**config.mk**
```make
export PLATFORM = sky130hd
export DESIGN_NAME = mtd_fifo
export DESIGN_NICKNAME = d
export VERILOG_FILES = /design/src/rtl/mtd_fifo.sv
export VERILOG_INCLUDE_DIRS = /design/src /design/src/rtl
export SDC_FILE = /design/constraint.sdc
export NUM_CORES = 1
export LEC_CHECK = 0
export ABC_AREA = 1
export CAP_MARGIN = 20
export CORE_MARGIN = 2
export CORE_UTILIZATION = 60
export CTS_CLUSTER_SIZE = 25
export DETAILED_ROUTE_END_ITERATION = 12
export DONT_BUFFER_PORTS = 1
export PLACE_DENSITY_LB_ADDON = 0.25
export SYNTH_ARGS = -nofsm -noshare
export SYNTH_HDL_FRONTEND = slang
export SYNTH_SLANG_ARGS = --single-unit
```
**constraint.sdc**
```tcl
create_clock -name clk -period 2.13 [get_ports clk]
set_clock_uncertainty 0.05 [all_clocks]
set_input_delay 0.213 -clock clk [delete_from_list [all_inputs] [get_ports clk]]
set_output_delay 0.213 -clock clk [all_outputs]
set_load 0.05 [all_outputs]
```
**src/rtl/min_turn_duration_defines.svh**
```systemverilog
// ----------------------------------------------------------------------------
// min_turn_duration_defines
// Assertion macros shared by the minimum turn duration design files.
// ----------------------------------------------------------------------------
`ifndef MIN_TURN_DURATION_DEFINES_SVH
`define MIN_TURN_DURATION_DEFINES_SVH

// same-cycle implication, checked out of reset
`define MTD_ASSERT_IMPL(lbl, ante, cons) \
  lbl: assert property (@(posedge clk) disable iff (!rst_n) (ante) |-> (cons)) \
    else $error("assertion failed");

// next-cycle implication, checked out of reset
`define MTD_ASSERT_NEXT(lbl, ante, cons) \
  lbl: assert property (@(posedge clk) disable iff (!rst_n) (ante) |=> (cons)) \
    else $error("assertion failed");

`endif

```
**src/rtl/mtd_fifo.sv**
```systemverilog
`timescale 1ns / 1ps
// ----------------------------------------------------------------------------
// mtd_fifo
// Small first-in first-out queue with push/full and pop/empty sides.
// ----------------------------------------------------------------------------
`include "min_turn_duration_defines.svh"

module mtd_fifo #(
  parameter int WIDTH = 8,
  parameter int DEPTH = 4
) (
  input  logic             clk,
  input  logic             rst_n,
  input  logic             push,
  input  logic [WIDTH-1:0] wr_data,
  output logic             full,
  input  logic             pop,
  output logic [WIDTH-1:0] rd_data,
  output logic             empty
);

  localparam int PW = (DEPTH > 1) ? $clog2(DEPTH) : 1;
  localparam int CW = $clog2(DEPTH + 1);

  logic [WIDTH-1:0] mem_r [DEPTH];
  logic [PW-1:0]    wr_ptr_r;
  logic [PW-1:0]    rd_ptr_r;
  logic [CW-1:0]    cnt_r;
  logic             do_push;
  logic             do_pop;

  function automatic logic [PW-1:0] ptr_inc(input logic [PW-1:0] p);
    return (p == PW'(DEPTH - 1)) ? '0 : p + 1'b1;
  endfunction

  assign full    = (cnt_r == CW'(DEPTH));
  assign empty   = (cnt_r == '0);
  assign do_push = push && !full;
  assign do_pop  = pop && !empty;
  assign rd_data = mem_r[rd_ptr_r];

  always_ff @(posedge clk) begin
    if (do_push) begin
      mem_r[wr_ptr_r] <= wr_data;
    end
  end

  always_ff @(posedge clk) begin
    if (!rst_n) begin
      wr_ptr_r <= '0;
      rd_ptr_r <= '0;
      cnt_r    <= '0;
    end else begin
      if (do_push) begin
        wr_ptr_r <= ptr_inc(wr_ptr_r);
      end
      if (do_pop) begin
        rd_ptr_r <= ptr_inc(rd_ptr_r);
      end
      if (do_push && !do_pop) begin
        cnt_r <= cnt_r + 1'b1;
      end else if (do_pop && !do_push) begin
        cnt_r <= cnt_r - 1'b1;
      end
    end
  end

  `MTD_ASSERT_IMPL(a_cnt_bound, 1'b1, cnt_r <= CW'(DEPTH))
  `MTD_ASSERT_NEXT(a_cnt_up, (push && !full && !pop), cnt_r == $past(cnt_r) + 1'b1)
  `MTD_ASSERT_NEXT(a_cnt_down, (pop && !empty && !push), cnt_r == $past(cnt_r) - 1'b1)

endmodule

```
==> impl_metrics.yaml <==
outcome:
  outcome: "finished, final reports clean"
final_layout:
  fillCellCount: 201
  final_common_cell: "nor2_1"
  multi_input_area_um2: 457.9
  syn2layout_area_growth_pct: 15.67
  nets: 195
  seqCellArea_um2: 1141
  antenna_cells: 0
  drive_gt1_share_pct: 14.12
  final_cell_mix: "33 x nor2_1, 32 x edfxtp_1, 18 x inv_1"
  final_core_util_pct: 72.25
sta:
  drv_slew: 0
  setup_viol: 0
  max_slew.worst_pin.slew_ns: 0.4170
  rsz0062_at_grt: "no"
  fmax_mhz: 521.1
  fin_crit_ns: 1.919
  post-route-period-util_pct: 90.09
  hold_viol_final: 0
  tns_ns: 0
  maxSlewHeadroom_pct: 72.17
detailed_routing:
  totalWireLength_um: 3021
  detail-route-antenna-nets: 0
  vias: 1156
  wire_per_inst_um: 14.52
  drcViolationCount: 0
  first_pass_iters: 4
  routed_via_density: 5.558
  drt_iter0_drc: 35
die:
  num_io_pins: 22
  core_um2: 2710
  die_x_um: 57.12
  die_h_um: 57.12
  die-area_um2: 3262
  rows: 19
  initial_core_util_pct: 62.47
place:
  dp_hpwl_um: 2168
  io_buffers: 0
  gp_congestion: 0.7861
clock_network:
  cts_tree: "yes"
  cts.htree.levels: 2
  cts_setup_buffers: 0
  clk_latency_ns: 0.34
  root_buffer: "clkbuf_4"
  numClockSinks: 41
  cts-buffers-inserted: 5
  clkSlewWorstSetupHoldPaths_ns: 0.11
  clk_path_buf_depth: 2
grt:
  grt_usage_pct: 21.15
  grt_max_degree: 17
  overflow: 0
  grt_pass1_wl_um: 5071
  grt_pass1_vias: 1145
  antenna_found_initial: 0
critical_path:
  arrival_ns: 1.66
  reg2regPathDepth: 12
  crit_family: "flip-flops"
  slowest_delay_ns: 0.55
  crit_chain: "inv_2 > o21ai_0 > o22ai_1 > buf_4"
  crit_cells: 4
  path_buf_inv: 2
  r2r-start: "cnt_r[0]"
  crit_path_max_fanout: 16
  crit_slowest_cell: "dfxtp_1"
  r2r_slack_ns: 0.24
  required_ns: 1.87
  critPathLaunchType: "flop"
  crit_path_end_kind: "primary output"
  r2r-end: "cnt_r[2]"
  critPathKind: "reg2out"
synth:
  synth_area_um2: 1693
  yosys_warnings: 0
  synthXorXnorAreaFrac_pct: 0
  synth_mux_area_share_pct: 0
  synth_compound_area_share_pct: 9.534
  synth_cell_types: 18
  synth_top_family_by_area: "simple AND/OR/NAND/NOR gates"
  synth-seq-cells: 41
  yosysSeqAreaShare_pct: 67.41
  synthSimpleGateAreaFrac_pct: 11.90
  synth_fa_ha_area_share_pct: 5.617
  synth_cells: 148
  postSynthAreaPerCell_um2: 11.44
  syn-num-nets: 167
power:
  sequentialPowerShare_pct: 42.0
  power_density_nw_per_um2: 1318
  ir_drop_mv: 1.065
  power.internal_uw: 1451
  p_comb_share_pct: 44.1
  clkPwrFrac_pct: 13.9
  power_switching_uw: 1129
  cellLeakagePower_uw: 0.0007867
  switching_share_pct: 43.76
min_path:
  hold_class: "in2reg"
  hp-start: "push"
  min_to: "wr_ptr_r[0]"
  hold_depth: 3
job:
  cap_violations: 0
## synth_stat cells
cell	instances	area, µm²
fa_1	1	20.02
dfxtp_1	9	180.2
a21oi_1	2	10.01
inv_2	1	3.750
nand3b_1	1	7.510
nand2_1	14	52.55
ha_1	6	75.07
edfxtp_1	32	960.9
nand3_1	1	5.000
o21ai_2	3	26.28
nand2_2	1	6.260
o22ai_1	8	50.05
o21ai_0	14	70.07
buf_6	2	22.52
o21ai_1	1	5.000
inv_1	18	67.56
nor2_1	33	123.9
nand4_1	1	6.260
## tightest hold or removal path, stage by stage
cell     delay, ns
nand2_2       0.08
nor2_1        0.10
nor2_1        0.05
## final cells by class
| type | count | area share, % |
|---|---|---|
| clock buffer | 6 | 2.109 |
| inverter | 19 | 3.642 |
| tap | 31 | 1.981 |
| clock inverter | 2 | 0.5112 |
| multi-input combinational | 86 | 23.39 |
| timing repair buffer | 23 | 10.10 |
| sequential | 41 | 58.27 |
## per-layer routing
layer	GRT usage (%)	share of wire, %	vias up
met5	0	0	-
met4	12.96	2.9	0
met3	5.669	3.8	9
met1	22.55	39	566
li1	-	-	560
met2	37.11	54	21
## logic make-up (layout without fill, tap and decap cells)
group,count (synthesis),count (layout)
simple gates,51,51
buf+inv,21,50
compound gates,28,28
flops,41,41
fa+ha+maj,7,7
## power groups by stage
stage	Clock, µW	Sequential, µW	Combinational (µW)
2_1_floorplan	0	1070	864
3_3_place_gp	0	1100	1070
5_1_grt	395	1100	1240
4_1_cts	368	1090	1150
3_5_place_dp	0	1110	1120
6_report	358	1080	1140
## metrics by stage
stage          total power (µW)  hold WS (ns)  instance area, µm²  setup slack (ns)  std cells
2_1_floorplan              1939        0.2619                1693            0.3899        148
3_3_place_gp               2170        0.2620                1807            0.3196        190
3_5_place_dp               2232        0.2620                1807            0.2684        190
4_1_cts                    2602       0.06074                1958            0.1899        208
5_1_grt                    2738       0.08813                1958           0.05135        208
6_report                   2581       0.07563                1958            0.2111        208
## how the worst max path moves through the flow
| stage | end |
|---|---|
| after floorplan | cnt_r[1] |
| after global placement | cnt_r[1] |
| after detailed placement | cnt_r[2] |
| after CTS | rd_data[7] |
| after global routing | cnt_r[2] |
| final | rd_data[1] |
## sequential cells by signal, summed over array words and instances, names as in the netlist, named ones only
| name | cells |
|---|---|
| rd_ptr_r | 2 |
| mem_r | 32 |
| wr_ptr_r | 2 |
| cnt_r | 3 |
## what timing repair did
action                    CTS  global route
gates resized for setup     0             0
hold endpoints to repair   41             0
hold buffers               10             0
Note: power is estimated with default switching activity, not from simulation.
