[src/rtl/min_turn_duration_defines.svh]
// ----------------------------------------------------------------------------
// min_turn_duration_defines
// Assertion macros shared by the minimum turn duration design files.
// ----------------------------------------------------------------------------
`ifndef MIN_TURN_DURATION_DEFINES_SVH
`define MIN_TURN_DURATION_DEFINES_SVH

// same-cycle implication, checked out of reset
`define MTD_ASSERT_IMPL(lbl, ante, cons) \
  lbl: assert property (@(posedge clk) disable iff (!rst_n) (ante) |-> (cons)) \
    else $error("assertion failed");

// next-cycle implication, checked out of reset
`define MTD_ASSERT_NEXT(lbl, ante, cons) \
  lbl: assert property (@(posedge clk) disable iff (!rst_n) (ante) |=> (cons)) \
    else $error("assertion failed");

`endif

[src/rtl/mtd_pkg.sv]
`timescale 1ns / 1ps
// ----------------------------------------------------------------------------
// mtd_pkg
// Widths, register indexes and job types for the minimum turn duration block.
// ----------------------------------------------------------------------------
package mtd_pkg;

  localparam int FRAC      = 16;
  localparam int ANG_W     = 20;
  localparam int SPD_W     = 24;
  localparam int ACC_W     = 28;
  localparam int DUR_W     = 32;
  localparam int CFG_IDX_W = 2;
  localparam int CFG_DAT_W = 28;

  localparam int PRD_W     = ANG_W + ACC_W;      // angle * accel, speed^2
  localparam int SUM_W     = PRD_W + 1;
  localparam int DEN_W     = ACC_W + SPD_W;      // accel * speed
  localparam int REM_W     = DEN_W;
  localparam int NQ_W      = 56;                 // dividend / quotient shifter
  localparam int TRI_SHIFT = 2 * FRAC + 2;       // 4 * angle * 2^(2F)
  localparam int DIV_BITS  = 2;                  // quotient bits per cycle
  localparam int SQ_BITS   = 2;                  // root bits per cycle
  localparam int SQ_W      = NQ_W;
  localparam int DIV_TRI_CYC  = NQ_W / DIV_BITS;
  localparam int DIV_TRAP_CYC = DUR_W / DIV_BITS;
  localparam int SQRT_CYC     = (NQ_W / 2) / SQ_BITS;
  localparam int CNT_W        = 5;

  localparam int JOB_DEPTH_DEF = 4;
  localparam int OUT_DEPTH     = 2;

  localparam logic [CFG_IDX_W-1:0] REG_PEAK_SPEED = 2'd0;
  localparam logic [CFG_IDX_W-1:0] REG_ACCEL      = 2'd1;

  typedef enum logic [1:0] {
    JOB_ZERO,
    JOB_TRI,
    JOB_TRAP,
    JOB_SAT
  } kind_t;

  typedef struct packed {
    kind_t             kind;
    logic [REM_W-1:0]  rem;
    logic [NQ_W-1:0]   nq;
    logic [DEN_W-1:0]  den;
  } job_t;

  typedef struct packed {
    logic [DUR_W-1:0] dur;
    logic             cruise;
  } res_t;

endpackage

[src/rtl/mtd_front.sv]
`timescale 1ns / 1ps
// ----------------------------------------------------------------------------
// mtd_front
// Holds the limits, takes angles, forms the products and classifies each
// request into a job for the back end.
// ----------------------------------------------------------------------------
module mtd_front import mtd_pkg::*; (
  input  logic                 clk,
  input  logic                 rst_n,
  input  logic                 cfg_valid,
  input  logic [CFG_IDX_W-1:0] cfg_index,
  input  logic [CFG_DAT_W-1:0] cfg_wdata,
  input  logic                 in_push,
  input  logic [ANG_W-1:0]     in_turn_angle,
  output logic                 in_full,
  output logic                 job_push,
  output job_t                 job,
  input  logic                 job_full
);

  logic [SPD_W-1:0] speed_r;
  logic [ACC_W-1:0] accel_r;

  logic             en;
  logic             vld_a_r;
  logic [ANG_W-1:0] mag_a_r;
  logic             vld_b_r;
  logic [ANG_W-1:0] mag_b_r;
  logic [PRD_W-1:0] aa_b_r;
  logic [PRD_W-1:0] vv_b_r;
  logic [DEN_W-1:0] av_b_r;
  logic             zero_b_r;
  logic             vzero_b_r;
  logic             vld_c_r;
  job_t             job_c_r;
  job_t             job_nxt;
  logic [SUM_W-1:0] sum;
  logic [ANG_W-1:0] mag;

  // whole pipe moves together; it only stops when the last stage cannot drain
  assign en       = !vld_c_r || !job_full;
  assign in_full  = !en;
  assign job_push = vld_c_r && !job_full;
  assign job      = job_c_r;
  assign mag      = in_turn_angle[ANG_W-1] ? (~in_turn_angle + 1'b1) : in_turn_angle;
  assign sum      = {1'b0, aa_b_r} + {1'b0, vv_b_r};

  always_comb begin
    job_nxt      = '0;
    job_nxt.den  = av_b_r;
    job_nxt.rem  = REM_W'(sum[SUM_W-1:FRAC]);
    job_nxt.nq   = {sum[FRAC-1:0], (NQ_W - FRAC)'(0)};
    priority if (zero_b_r) begin
      job_nxt.kind = JOB_ZERO;
    end else if (vzero_b_r || (aa_b_r <= vv_b_r)) begin
      job_nxt.kind = JOB_TRI;
      job_nxt.rem  = '0;
      job_nxt.den  = DEN_W'(accel_r);
      job_nxt.nq   = NQ_W'({mag_b_r, TRI_SHIFT'(0)});
    end else if (DEN_W'(sum[SUM_W-1:FRAC]) >= av_b_r) begin
      // quotient would need more than DUR_W bits
      job_nxt.kind = JOB_SAT;
    end else begin
      job_nxt.kind = JOB_TRAP;
    end
  end

  always_ff @(posedge clk) begin
    if (!rst_n) begin
      speed_r <= '0;
      accel_r <= '0;
    end else if (cfg_valid) begin
      if (cfg_index == REG_PEAK_SPEED) begin
        speed_r <= cfg_wdata[SPD_W-1:0];
      end else if (cfg_index == REG_ACCEL) begin
        accel_r <= cfg_wdata[ACC_W-1:0];
      end
    end
  end

  always_ff @(posedge clk) begin
    if (!rst_n) begin
      vld_a_r <= 1'b0;
      vld_b_r <= 1'b0;
      vld_c_r <= 1'b0;
    end else if (en) begin
      vld_a_r <= in_push;
      vld_b_r <= vld_a_r;
      vld_c_r <= vld_b_r;
    end
  end

  always_ff @(posedge clk) begin
    if (en) begin
      mag_a_r   <= mag;
      mag_b_r   <= mag_a_r;
      aa_b_r    <= mag_a_r * accel_r;
      vv_b_r    <= PRD_W'(speed_r * speed_r);
      av_b_r    <= accel_r * speed_r;
      zero_b_r  <= (mag_a_r == '0) || (accel_r == '0);
      vzero_b_r <= (speed_r == '0);
      job_c_r   <= job_nxt;
    end
  end

endmodule

[config.mk]
export PLATFORM = sky130hd
export DESIGN_NAME = mtd_front
export DESIGN_NICKNAME = d
export VERILOG_FILES = /design/src/rtl/min_turn_duration_defines.svh /design/src/rtl/mtd_pkg.sv /design/src/rtl/mtd_front.sv
export SDC_FILE = /design/constraint.sdc
export NUM_CORES = 2
export LEC_CHECK = 0
export ABC_AREA = 1
export BUFFER_PORTS_ARGS = -buffer_cell sky130_fd_sc_hd__buf_4
export CAP_MARGIN = 25
export CORE_MARGIN = 2
export CORE_UTILIZATION = 45
export DETAILED_ROUTE_END_ITERATION = 16
export PLACE_DENSITY_LB_ADDON = 0.1
export SYNTH_ARGS = -nofsm -noshare
export SYNTH_HDL_FRONTEND = slang
export SYNTH_SLANG_ARGS = --single-unit
[constraint.sdc]
create_clock -name clk -period 20.7 [get_ports clk]
set_clock_uncertainty 0.2 [all_clocks]
set_input_delay 2.07 -clock clk [delete_from_list [all_inputs] [get_ports clk]]
set_output_delay 2.07 -clock clk [all_outputs]
set_load 0.005 [all_outputs]
==> results.py <==
metrics = {
    "setup_path": {
        "path_class": "reg -> reg",
        "cp_top_family": "adder cells",
        "worstSetupEndpointType": "register",
        "cp.arrival_ns": 8.06,
        "cp_num_buf_inv": 6,
        "cp_max_fo": 28,
        "worst_path_max_delay_cell": "dfxtp_2",
        "max_stage_delay_ns": 0.77,
        "crit_path_cell_trace": "buf_4, nand2_1, inv_1, fa_1, fa_1, inv_1, fa_1, fa_1, fa_1, inv_1, fa_1, inv_1, fa_1, inv_1, ha_1, nand2_1, nor2_1, nand2_1, o21ai_0, a21oi_1, xnor2_1",
        "crit_top_cell": "fa_1",
        "cp.required_ns": 20.90,
        "start_kind": "register",
    },
    "detailed_routing": {
        "drc": 0,
        "antenna_left": 0,
        "wl_mm": 261,
        "wl_met3_mm": 15.8,
        "drt_iter0_drc": 4575,
        "wl_met2_mm": 123,
        "vias": 61900,
        "routed.top_layer": "met4",
        "drt-met1-wl_mm": 112,
        "vias_per_cell": 5.05,
        "wire_per_inst_um": 21.3,
        "drt_pre_antenna_iters": 6,
    },
    "grt": {
        "overflow": 0,
        "grt_usage": 0.302,
        "grt_pass1_wl_mm": 400,
        "grt_pass1_vias": 65800,
        "antenna_found_initial": 11,
        "grt_start_max_net_pins": 74,
    },
    "cells_and_area": {
        "fillers": 17300,
        "final_nets": 12100,
        "layout_common_cells": "inv_1, nand2_1, fa_1, ha_1, nor2_1",
        "final_util": 0.482,
        "final_common_cell": "inv_1",
        "area_growth_pct": 6.12,
        "drive_gt1_frac": 0.0391,
    },
    "logic_synthesis": {
        "ys_ff_latch": 353,
        "ys_types": 45,
        "yosysSeqAreaShare": 0.129,
        "ys.warnings.count": 0,
        "synth_edf_count": 298,
        "postSynthAreaPerCell_um2": 7.84,
        "syn-instance-count": 9981,
        "synthesis.area_um2": 78200,
        "async_reset_ff_frac": 0,
        "ys.flop_type": "edfxtp_1",
    },
    "timing": {
        "slew_violations": 0,
        "worst_slew_pin_slew_ns": 1.07,
        "tns_ns": 0,
        "fmax_mhz": 127,
        "setup_viol": 0,
        "rsz0062_at_grt": "false",
        "setup_ws_ns": 12.84,
        "hold_violations": 0,
        "period_share": 0.380,
        "slew_headroom": 0.288,
        "period_minus_slack_ns": 7.86,
        "whs_ns": 0.264,
    },
    "place": {
        "pre_cts_slack_ns": 12.77,
        "gp_congestion": 0.988,
        "hpwl_mm": 212,
        "portBuffers": 165,
    },
    "die": {
        "num_rows": 152,
        "die_h_um": 421,
        "start_util": 0.454,
        "core_area_um2": 172000,
        "die_area_um2": 177000,
        "ios": 219,
        "die_w_um": 421,
    },
    "clock_tree": {
        "clkSinkCount": 353,
        "cts_resized": 0,
        "post_cts_buffers": 0,
        "cts_tree": "built",
        "insertion_delay_ns": 0.66,
        "clkTransAtPathRegs_ns": 0.06,
        "cts_buffers": 44,
        "clock-root-buffer": "clkbuf_16",
        "cts_hold_buf": 0,
        "cts.path.max_buffers": 3,
        "htree_levels": 2,
    },
    "outcome": {
        "status": "finished, final reports clean",
    },
    "worst_hold_path": {
        "hp-class": "reg -> reg",
    },
    "power_and_ir_drop": {
        "ir_worst_vdd_mv": 0.0644,
        "finalPower_mw": 5.08,
        "p_leak_nw": 48.0,
        "power.density_nw_per_um2": 61.2,
    },
    "job": {
        "maxCapViolations": 0,
    },
}
sequential cells by signal, indices dropped and copies added (netlist names), 20 cells and up:
name / cells
job: 109
av_b_r: 52
aa_b_r: 48
vv_b_r: 47
accel_r: 28
speed_r: 24
mag_a_r: 20
mag_b_r: 20
synthesized netlist by cell type, drive strengths merged, types with 26 or more instances:
| cell | instances | area share |
|---|---|---|
| nor3 | 48 | 0.0031 |
| xor2 | 114 | 0.013 |
| inv | 2987 | 0.14 |
| nand2 | 2443 | 0.12 |
| a21oi | 337 | 0.022 |
| edfxtp | 298 | 0.11 |
| buf | 152 | 0.010 |
| dfxtp | 55 | 0.014 |
| clkbuf | 279 | 0.013 |
| nand3 | 181 | 0.012 |
| ha | 643 | 0.10 |
| nor4 | 26 | 0.0021 |
| nor2 | 493 | 0.024 |
| xnor2 | 49 | 0.0055 |
| o21ai | 251 | 0.016 |
| fa | 1456 | 0.37 |
| nand4 | 60 | 0.0048 |
worst reg2reg max path, delay by kind of cell (launching register included):
kind | cells | cell delay (ns)
buffers and inverters | 6 | 0.89
and+or+nand+nor | 4 | 0.69
xor gates and xnor gates | 1 | 0.40
AOI/OAI and AO/OA | 2 | 0.78
DFF | 1 | 0.77
adders and majority gates | 8 | 3.90
stage by stage:
step	cell area, µm²	std cells
after floorplan	78400	10000
after global placement	81400	12200
after detailed placement	81400	12200
after CTS	83000	12200
after global routing	83000	12200
final	83000	12300
where the power goes:
part | switching, mW | internal (mW) | total, mW | leakage (nW)
combinational | 2.08 | 0.952 | 3.03 | 43.4
clock | 0.371 | 0.486 | 0.857 | 0.749
sequential | 0.178 | 1.01 | 1.19 | 3.88
cell families (layout without fill, tap and decap cells):
group,Yosys count,in the layout,synth area share
other,1,60,0.0000480
AND/OR/NAND/NOR,3279,3279,0.165
flip-flops,353,353,0.129
AO/OA/AOI/OAI,667,667,0.0453
adder cells (fa/ha/maj),2099,2099,0.476
XOR/XNOR,163,163,0.0183
buffers and inverters,3419,3321,0.167
final cells by class:
type,count,area [µm²],share of cell area
Antenna cell,7,17.5,0.000211
Clock buffer,55,1200,0.0145
Clock inverter,27,339,0.00409
Inverter,2988,11200,0.135
Multi-Input combinational cell,6261,55300,0.666
Sequential cell,353,10100,0.122
Tap cell,2310,2890,0.0348
Timing Repair Buffer,251,1900,0.0229
layer usage:
layer  vias up  global-route usage
met1     31100               0.407
met3       353              0.0365
li1      28500                   -
met4         0              0.0986
met5         -                   0
met2      1882               0.507
path summary, 6_finish.rpt:
kind,to,cells past startpoint,startpoint,slack (ns)
worst min-delay path,vld_b_r,2,vld_b_r,0.26
worst max-delay path,av_b_r[28],21,accel_r[15],12.84
worst max register to register,av_b_r[28],21,accel_r[15],12.84
worst min register to register,vld_b_r,2,vld_b_r,0.26
Power figures use the tool's default switching activity.
