[src/rtl/min_turn_duration_defines.svh]
// ----------------------------------------------------------------------------
// min_turn_duration_defines
// Assertion macros shared by the minimum turn duration design files.
// ----------------------------------------------------------------------------
`ifndef MIN_TURN_DURATION_DEFINES_SVH
`define MIN_TURN_DURATION_DEFINES_SVH

// same-cycle implication, checked out of reset
`define MTD_ASSERT_IMPL(lbl, ante, cons) \
  lbl: assert property (@(posedge clk) disable iff (!rst_n) (ante) |-> (cons)) \
    else $error("assertion failed");

// next-cycle implication, checked out of reset
`define MTD_ASSERT_NEXT(lbl, ante, cons) \
  lbl: assert property (@(posedge clk) disable iff (!rst_n) (ante) |=> (cons)) \
    else $error("assertion failed");

`endif

[src/rtl/mtd_pkg.sv]
`timescale 1ns / 1ps
// ----------------------------------------------------------------------------
// mtd_pkg
// Widths, register indexes and job types for the minimum turn duration block.
// ----------------------------------------------------------------------------
package mtd_pkg;

  localparam int FRAC      = 16;
  localparam int ANG_W     = 20;
  localparam int SPD_W     = 24;
  localparam int ACC_W     = 28;
  localparam int DUR_W     = 32;
  localparam int CFG_IDX_W = 2;
  localparam int CFG_DAT_W = 28;

  localparam int PRD_W     = ANG_W + ACC_W;      // angle * accel, speed^2
  localparam int SUM_W     = PRD_W + 1;
  localparam int DEN_W     = ACC_W + SPD_W;      // accel * speed
  localparam int REM_W     = DEN_W;
  localparam int NQ_W      = 56;                 // dividend / quotient shifter
  localparam int TRI_SHIFT = 2 * FRAC + 2;       // 4 * angle * 2^(2F)
  localparam int DIV_BITS  = 2;                  // quotient bits per cycle
  localparam int SQ_BITS   = 2;                  // root bits per cycle
  localparam int SQ_W      = NQ_W;
  localparam int DIV_TRI_CYC  = NQ_W / DIV_BITS;
  localparam int DIV_TRAP_CYC = DUR_W / DIV_BITS;
  localparam int SQRT_CYC     = (NQ_W / 2) / SQ_BITS;
  localparam int CNT_W        = 5;

  localparam int JOB_DEPTH_DEF = 4;
  localparam int OUT_DEPTH     = 2;

  localparam logic [CFG_IDX_W-1:0] REG_PEAK_SPEED = 2'd0;
  localparam logic [CFG_IDX_W-1:0] REG_ACCEL      = 2'd1;

  typedef enum logic [1:0] {
    JOB_ZERO,
    JOB_TRI,
    JOB_TRAP,
    JOB_SAT
  } kind_t;

  typedef struct packed {
    kind_t             kind;
    logic [REM_W-1:0]  rem;
    logic [NQ_W-1:0]   nq;
    logic [DEN_W-1:0]  den;
  } job_t;

  typedef struct packed {
    logic [DUR_W-1:0] dur;
    logic             cruise;
  } res_t;

endpackage

[src/rtl/mtd_back.sv]
`timescale 1ns / 1ps
// ----------------------------------------------------------------------------
// mtd_back
// Runs one job at a time: a fixed result for zero and saturated jobs, else
// restoring division, then a digit-by-digit square root for triangular jobs.
// ----------------------------------------------------------------------------
`include "min_turn_duration_defines.svh"

module mtd_back import mtd_pkg::*; (
  input  logic clk,
  input  logic rst_n,
  input  logic job_empty,
  input  job_t job,
  output logic job_pop,
  output logic res_push,
  output res_t res,
  input  logic res_full
);

  typedef enum logic [1:0] {
    ST_IDLE,
    ST_DIV,
    ST_SQRT,
    ST_DONE
  } st_t;

  st_t              st_r;
  kind_t            kind_r;
  logic [REM_W-1:0] rem_r;
  logic [NQ_W-1:0]  nq_r;
  logic [DEN_W-1:0] den_r;
  logic [SQ_W-1:0]  sn_r;
  logic [SQ_W-1:0]  sres_r;
  logic [SQ_W-1:0]  sbit_r;
  logic [CNT_W-1:0] cnt_r;
  res_t             res_r;

  logic [REM_W-1:0] rem_nxt;
  logic [NQ_W-1:0]  nq_nxt;
  logic [SQ_W-1:0]  sn_nxt;
  logic [SQ_W-1:0]  sres_nxt;
  logic [SQ_W-1:0]  sbit_nxt;

  assign job_pop  = (st_r == ST_IDLE) && !job_empty;
  assign res_push = (st_r == ST_DONE);
  assign res      = res_r;

  // restoring division, DIV_BITS quotient bits per cycle
  always_comb begin
    logic [REM_W:0] r2;
    rem_nxt = rem_r;
    nq_nxt  = nq_r;
    for (int k = 0; k < DIV_BITS; k++) begin
      r2     = {rem_nxt, nq_nxt[NQ_W-1]};
      nq_nxt = {nq_nxt[NQ_W-2:0], 1'b0};
      if (r2 >= {1'b0, den_r}) begin
        r2        = r2 - {1'b0, den_r};
        nq_nxt[0] = 1'b1;
      end
      rem_nxt = r2[REM_W-1:0];
    end
  end

  // integer square root, one root bit per step
  always_comb begin
    logic [SQ_W-1:0] t;
    sn_nxt   = sn_r;
    sres_nxt = sres_r;
    sbit_nxt = sbit_r;
    for (int k = 0; k < SQ_BITS; k++) begin
      t = sres_nxt + sbit_nxt;
      if (sn_nxt >= t) begin
        sn_nxt   = sn_nxt - t;
        sres_nxt = (sres_nxt >> 1) + sbit_nxt;
      end else begin
        sres_nxt = sres_nxt >> 1;
      end
      sbit_nxt = sbit_nxt >> 2;
    end
  end

  always_ff @(posedge clk) begin
    if (!rst_n) begin
      st_r <= ST_IDLE;
    end else begin
      unique case (st_r)
        ST_IDLE: begin
          if (!job_empty) begin
            kind_r <= job.kind;
            rem_r  <= job.rem;
            nq_r   <= job.nq;
            den_r  <= job.den;
            cnt_r  <= (job.kind == JOB_TRI) ? CNT_W'(DIV_TRI_CYC - 1)
                                            : CNT_W'(DIV_TRAP_CYC - 1);
            unique case (job.kind)
              JOB_ZERO: begin
                res_r <= '{dur: '0, cruise: 1'b0};
                st_r  <= ST_DONE;
              end
              JOB_SAT: begin
                res_r <= '{dur: '1, cruise: 1'b1};
                st_r  <= ST_DONE;
              end
              JOB_TRI, JOB_TRAP: begin
                st_r <= ST_DIV;
              end
              default: begin
                st_r <= ST_IDLE;
              end
            endcase
          end
        end
        ST_DIV: begin
          rem_r <= rem_nxt;
          nq_r  <= nq_nxt;
          cnt_r <= cnt_r - 1'b1;
          if (cnt_r == '0) begin
            if (kind_r == JOB_TRI) begin
              sn_r   <= nq_nxt;
              sres_r <= '0;
              sbit_r <= SQ_W'(1) << (SQ_W - 2);
              cnt_r  <= CNT_W'(SQRT_CYC - 1);
              st_r   <= ST_SQRT;
            end else begin
              res_r <= '{dur: nq_nxt[DUR_W-1:0], cruise: 1'b1};
              st_r  <= ST_DONE;
            end
          end
        end
        ST_SQRT: begin
          sn_r   <= sn_nxt;
          sres_r <= sres_nxt;
          sbit_r <= sbit_nxt;
          cnt_r  <= cnt_r - 1'b1;
          if (cnt_r == '0) begin
            res_r <= '{dur: sres_nxt[DUR_W-1:0], cruise: 1'b0};
            st_r  <= ST_DONE;
          end
        end
        ST_DONE: begin
          if (!res_full) begin
            st_r <= ST_IDLE;
          end
        end
        default: begin
          st_r <= ST_IDLE;
        end
      endcase
    end
  end

  `MTD_ASSERT_IMPL(a_rem_below_den, (st_r == ST_DIV), rem_r < den_r)
  `MTD_ASSERT_NEXT(a_done_drains, (st_r == ST_DONE && !res_full), st_r == ST_IDLE)
  `MTD_ASSERT_IMPL(a_pop_when_idle, job_pop, st_r == ST_IDLE)

endmodule
[config.mk]
export PLATFORM = sky130hd
export DESIGN_NAME = mtd_back
export DESIGN_NICKNAME = d
export VERILOG_FILES = /design/src/rtl/mtd_pkg.sv /design/src/rtl/mtd_back.sv
export VERILOG_INCLUDE_DIRS = /design/src /design/src/rtl
export SDC_FILE = /design/constraint.sdc
export NUM_CORES = 1
export LEC_CHECK = 0
export BUFFER_PORTS_ARGS = -buffer_cell sky130_fd_sc_hd__buf_2
export CORE_MARGIN = 2
export CORE_UTILIZATION = 64
export CTS_CLUSTER_DIAMETER = 30
export DETAILED_ROUTE_END_ITERATION = 10
export GPL_TIMING_DRIVEN = 0
export PLACE_DENSITY = 0.83
export SETUP_SLACK_MARGIN = 0.05
export SLEW_MARGIN = 20
export SYNTH_ARGS = -nofsm -noshare
export SYNTH_HDL_FRONTEND = slang
export SYNTH_SLANG_ARGS = --single-unit
[constraint.sdc]
create_clock -name clk -period 16.8 [get_ports clk]
set_clock_uncertainty 0.2 [all_clocks]
set_input_delay 2.52 -clock clk [delete_from_list [all_inputs] [get_ports clk]]
set_output_delay 2.52 -clock clk [all_outputs]
set_load 0.02 [all_outputs]
==> results by group <==
Final layout
  – Register Area: 9830 um^2
  – Fill cells: 4074
  – Area of the multi-input gates: 22700 um^2
  – NumNets Final: 4943
  – Syn-to-layout area delta: 14.3%
  – Final std cells w/o fill: 5243
  – Layout cells sized above 1: 10.6%

Clocking
  – Clk Latency, worst-skew pair: 0.65 ns
  – Cts hold-fix bufs: 0
  – H-tree level count: 3
  – Post-CTS sizing: 0
  – Post-CTS setup buffer count: 0
  – CTS tree: built
  – Cts bufs inserted: 80
  – Max Buffers Root-to-Sink: 3
  – Root Driver: clkbuf_16
  – Worst-path clk slew: 0.05 ns
  – CTS Sinks: 328

Global route
  – GR Overflow Total: 0
  – GR Util All Layers: 44.8%
  – Largest net degree at the start of global routing: 55
  – Vias in the first global route: 33730
  – Initial antenna violation count: 7
  – First-pass GRT wire length: 191 mm

STA
  – Worst slew pin tran: 1.28 ns
  – RSZ-0062 raised after global routing: no
  – Fin. Hold Viols: 0
  – F_max: 61.5 MHz
  – Ratio of final minimum period to clock period: 96.8%
  – Fin Hold WS: 0.374 ns
  – Min Clock Period, post-route: 16.27 ns
  – Setup violations, final: 0
  – Final Max Slew Viols: 0
  – Max_slew headroom: 14.8%

Floorplan
  – Number of core rows: 84
  – CORE AREA: 52700 um^2
  – Initial core utilization: 64.9%
  – Die X: 235 um
  – Die span in y: 235 um
  – DIE AREA: 55300 um^2
  – Io pins: 201

Placement
  – Gpl congestion: 1.08
  – Number of port buffers: 200
  – Dpl cells: 5095
  – Dpl hpwl: 101 mm

Synthesis
  – Synth warnings: 0
  – Post-synth EDFFs: 326
  – Netlist cell types: 109
  – Ys flop type: edfxtp_1
  – Net Count, Synth: 4637
  – Syn Area/Cell: 8.17 um^2
  – Register area share after synthesis: 28.8%
  – Mapped cell area: 34200 um^2
  – Post-synthesis register bit count: 328
  – Synth Instances: 4183
  – Asr flop ratio synth: 0%

Power and ir drop
  – Leakage dissipation: 16.5 nW
  – Tot Pwr: 9.43 mW
  – Worst vdd ir: 0.000209 V
  – PwrDens: 241 nW/um^2

Routing
  – Via density: 6.70
  – Routed WL per cell: 24.5 um
  – First-iteration detailed-routing DRC count: 4114
  – Via count: 35136
  – Drt total wl: 128 mm
  – Initial DRT Pass Iterations: 6
  – ANT nets after route: 0
  – # DRC: 0

Worst setup path
  – Worst EP required: 16.97 ns
  – FF-to-FF path depth: 52
  – End point of the critical path: sn_r[48]
  – CP max FO: 10
  – Reg-to-Reg Start: sres_r[2]
  – Slowest Stage Delay on Critical Path: 0.65 ns
  – CP Data Arrival Time: 16.44 ns
  – Reg-to-reg slack, setup: 0.53 ns
  – CP startpoint: sres_r[2]
  – Reg-to-reg endpoint: sn_r[48]
  – Top cell by count, worst path: clkbuf_1
  – CP Class: reg -> reg
  – CP startpoint kind: flop
  – Slowest library cell on the worst path: clkbuf_1
  – Endpoint class of the critical path: flop

Run status
  – Outcome: finished clean

Hold path
  – Min-Delay Path Class: reg -> reg

Job
  – Max-Cap Viols: 0
[final cells by class]
type / instances / area share [%]
clock inverters: 58 / 1.71
diodes: 3 / 0.0192
plain buffers: 203 / 2.07
clock buffers: 87 / 5.25
flip-flops and latches: 328 / 25.2
well taps: 688 / 2.20
multi-input cells: 3423 / 58.2
repair buffers: 224 / 3.15
inverters: 229 / 2.20
[worst max-delay path, delay by kind of cell, from the launching register on]
kind,cells,cell delay (ns)
xor gates and xnor gates,3,0.73
adders and majority gates,4,1.32
buffers and inverters,9,4.12
and+or+nand+nor,12,2.69
AOI/OAI and AO/OA,24,6.43
DFF,1,0.45
[state kept, by name, indices dropped and copies added (netlist names)]
signal,count
res,33
den_r,52
rem_r,52
sres_r,56
sn_r,56
kind_r,2
st_r,2
nq_r,56
cnt_r,5
sbit_r,14
[worst min-delay path by stage]
stage,to,from,cells after the start
floorplan,st_r[0],st_r[0],2
global placement,st_r[0],st_r[0],2
detailed placement,nq_r[35],nq_r[33],1
CTS,nq_r[35],nq_r[33],1
global route,nq_r[35],nq_r[33],1
finish,nq_r[35],nq_r[33],1
[Yosys cell counts, drive strengths merged, types with 34 or more instances]
library cell / number / share of area [%]
xor2: 147 / 3.8
a21o: 178 / 3.9
mux2i: 37 / 1.1
a31oi: 134 / 2.5
and3: 57 / 1.1
and2: 39 / 0.71
nand4: 75 / 1.4
edfxtp: 326 / 29
mux2: 39 / 1.3
o21bai: 55 / 1.2
nor2: 400 / 4.4
a21oi: 403 / 6.0
nand2: 447 / 4.9
nand3: 105 / 1.5
clkbuf: 169 / 1.9
o21a: 40 / 0.88
o21ai: 216 / 3.2
inv: 228 / 2.5
buf: 34 / 0.47
nor3: 61 / 0.92
xnor2: 242 / 6.2
ha: 284 / 10
nor2b: 48 / 0.88
nand2b: 40 / 0.73
[cells by family (layout without fill, tap and decap cells)]
| family | count (synthesis) | count (layout) | share of synthesized area, % |
|---|---|---|---|
| and+or+nand+nor | 1375 | 1375 | 18.9 |
| AOI/OAI and AO/OA | 1295 | 1295 | 24.5 |
| buffers and inverters | 432 | 801 | 4.85 |
| xor gates and xnor gates | 389 | 389 | 10.0 |
| DFF | 328 | 328 | 28.8 |
| adders and majority gates | 288 | 288 | 10.6 |
| muxes | 76 | 76 | 2.37 |
| other | 0 | 3 | 0 |
[report_power, final]
| group | internal (mW) | switching (mW) | leakage, nW |
|---|---|---|---|
| combinational | 2.26 | 4.19 | 12.2 |
| sequential | 1.25 | 0.146 | 3.04 |
| clock | 1.05 | 0.527 | 1.29 |
| total | 4.57 | 4.87 | 16.5 |
[routing by layer]
layer	up-vias	share of wire (%)	routed length [um]	track usage, %
met2	2325	43	55000	68.7
met5	-	0.016	21	0
met3	539	13	17100	12.1
met4	4	7.5	9660	30.7
li1	15977	-	-	-
met1	16291	36	46600	55.0
[placed cells by master (no fill, tap or decap), drive strengths merged, types with 61 or more instances in the layout]
| cell | n |
|---|---|
| nand2 | 447 |
| a21oi | 403 |
| nor2 | 400 |
| edfxtp | 326 |
| ha | 284 |
| buf | 257 |
| clkbuf | 255 |
| xnor2 | 242 |
| inv | 235 |
| o21ai | 216 |
| a21o | 178 |
| xor2 | 147 |
| a31oi | 134 |
| nand3 | 105 |
| nand4 | 75 |
| nor3 | 61 |
[through the flow]
| step | TNS (ns) | instance area, um^2 | setup WS, ns | utilization, % |
|---|---|---|---|---|
| floorplan | 0 | 34200 | 4.28 | - |
| global placement | -30.62 | 36000 | -0.260 | 68.5 |
| detailed placement | 0 | 36300 | 1.05 | 68.9 |
| CTS | 0 | 39000 | 0.980 | 74.1 |
| global route | 0 | 39100 | 0.219 | 74.2 |
| finish | 0 | 39100 | 0.531 | 74.2 |
Note: power is estimated with default switching activity, not from simulation.
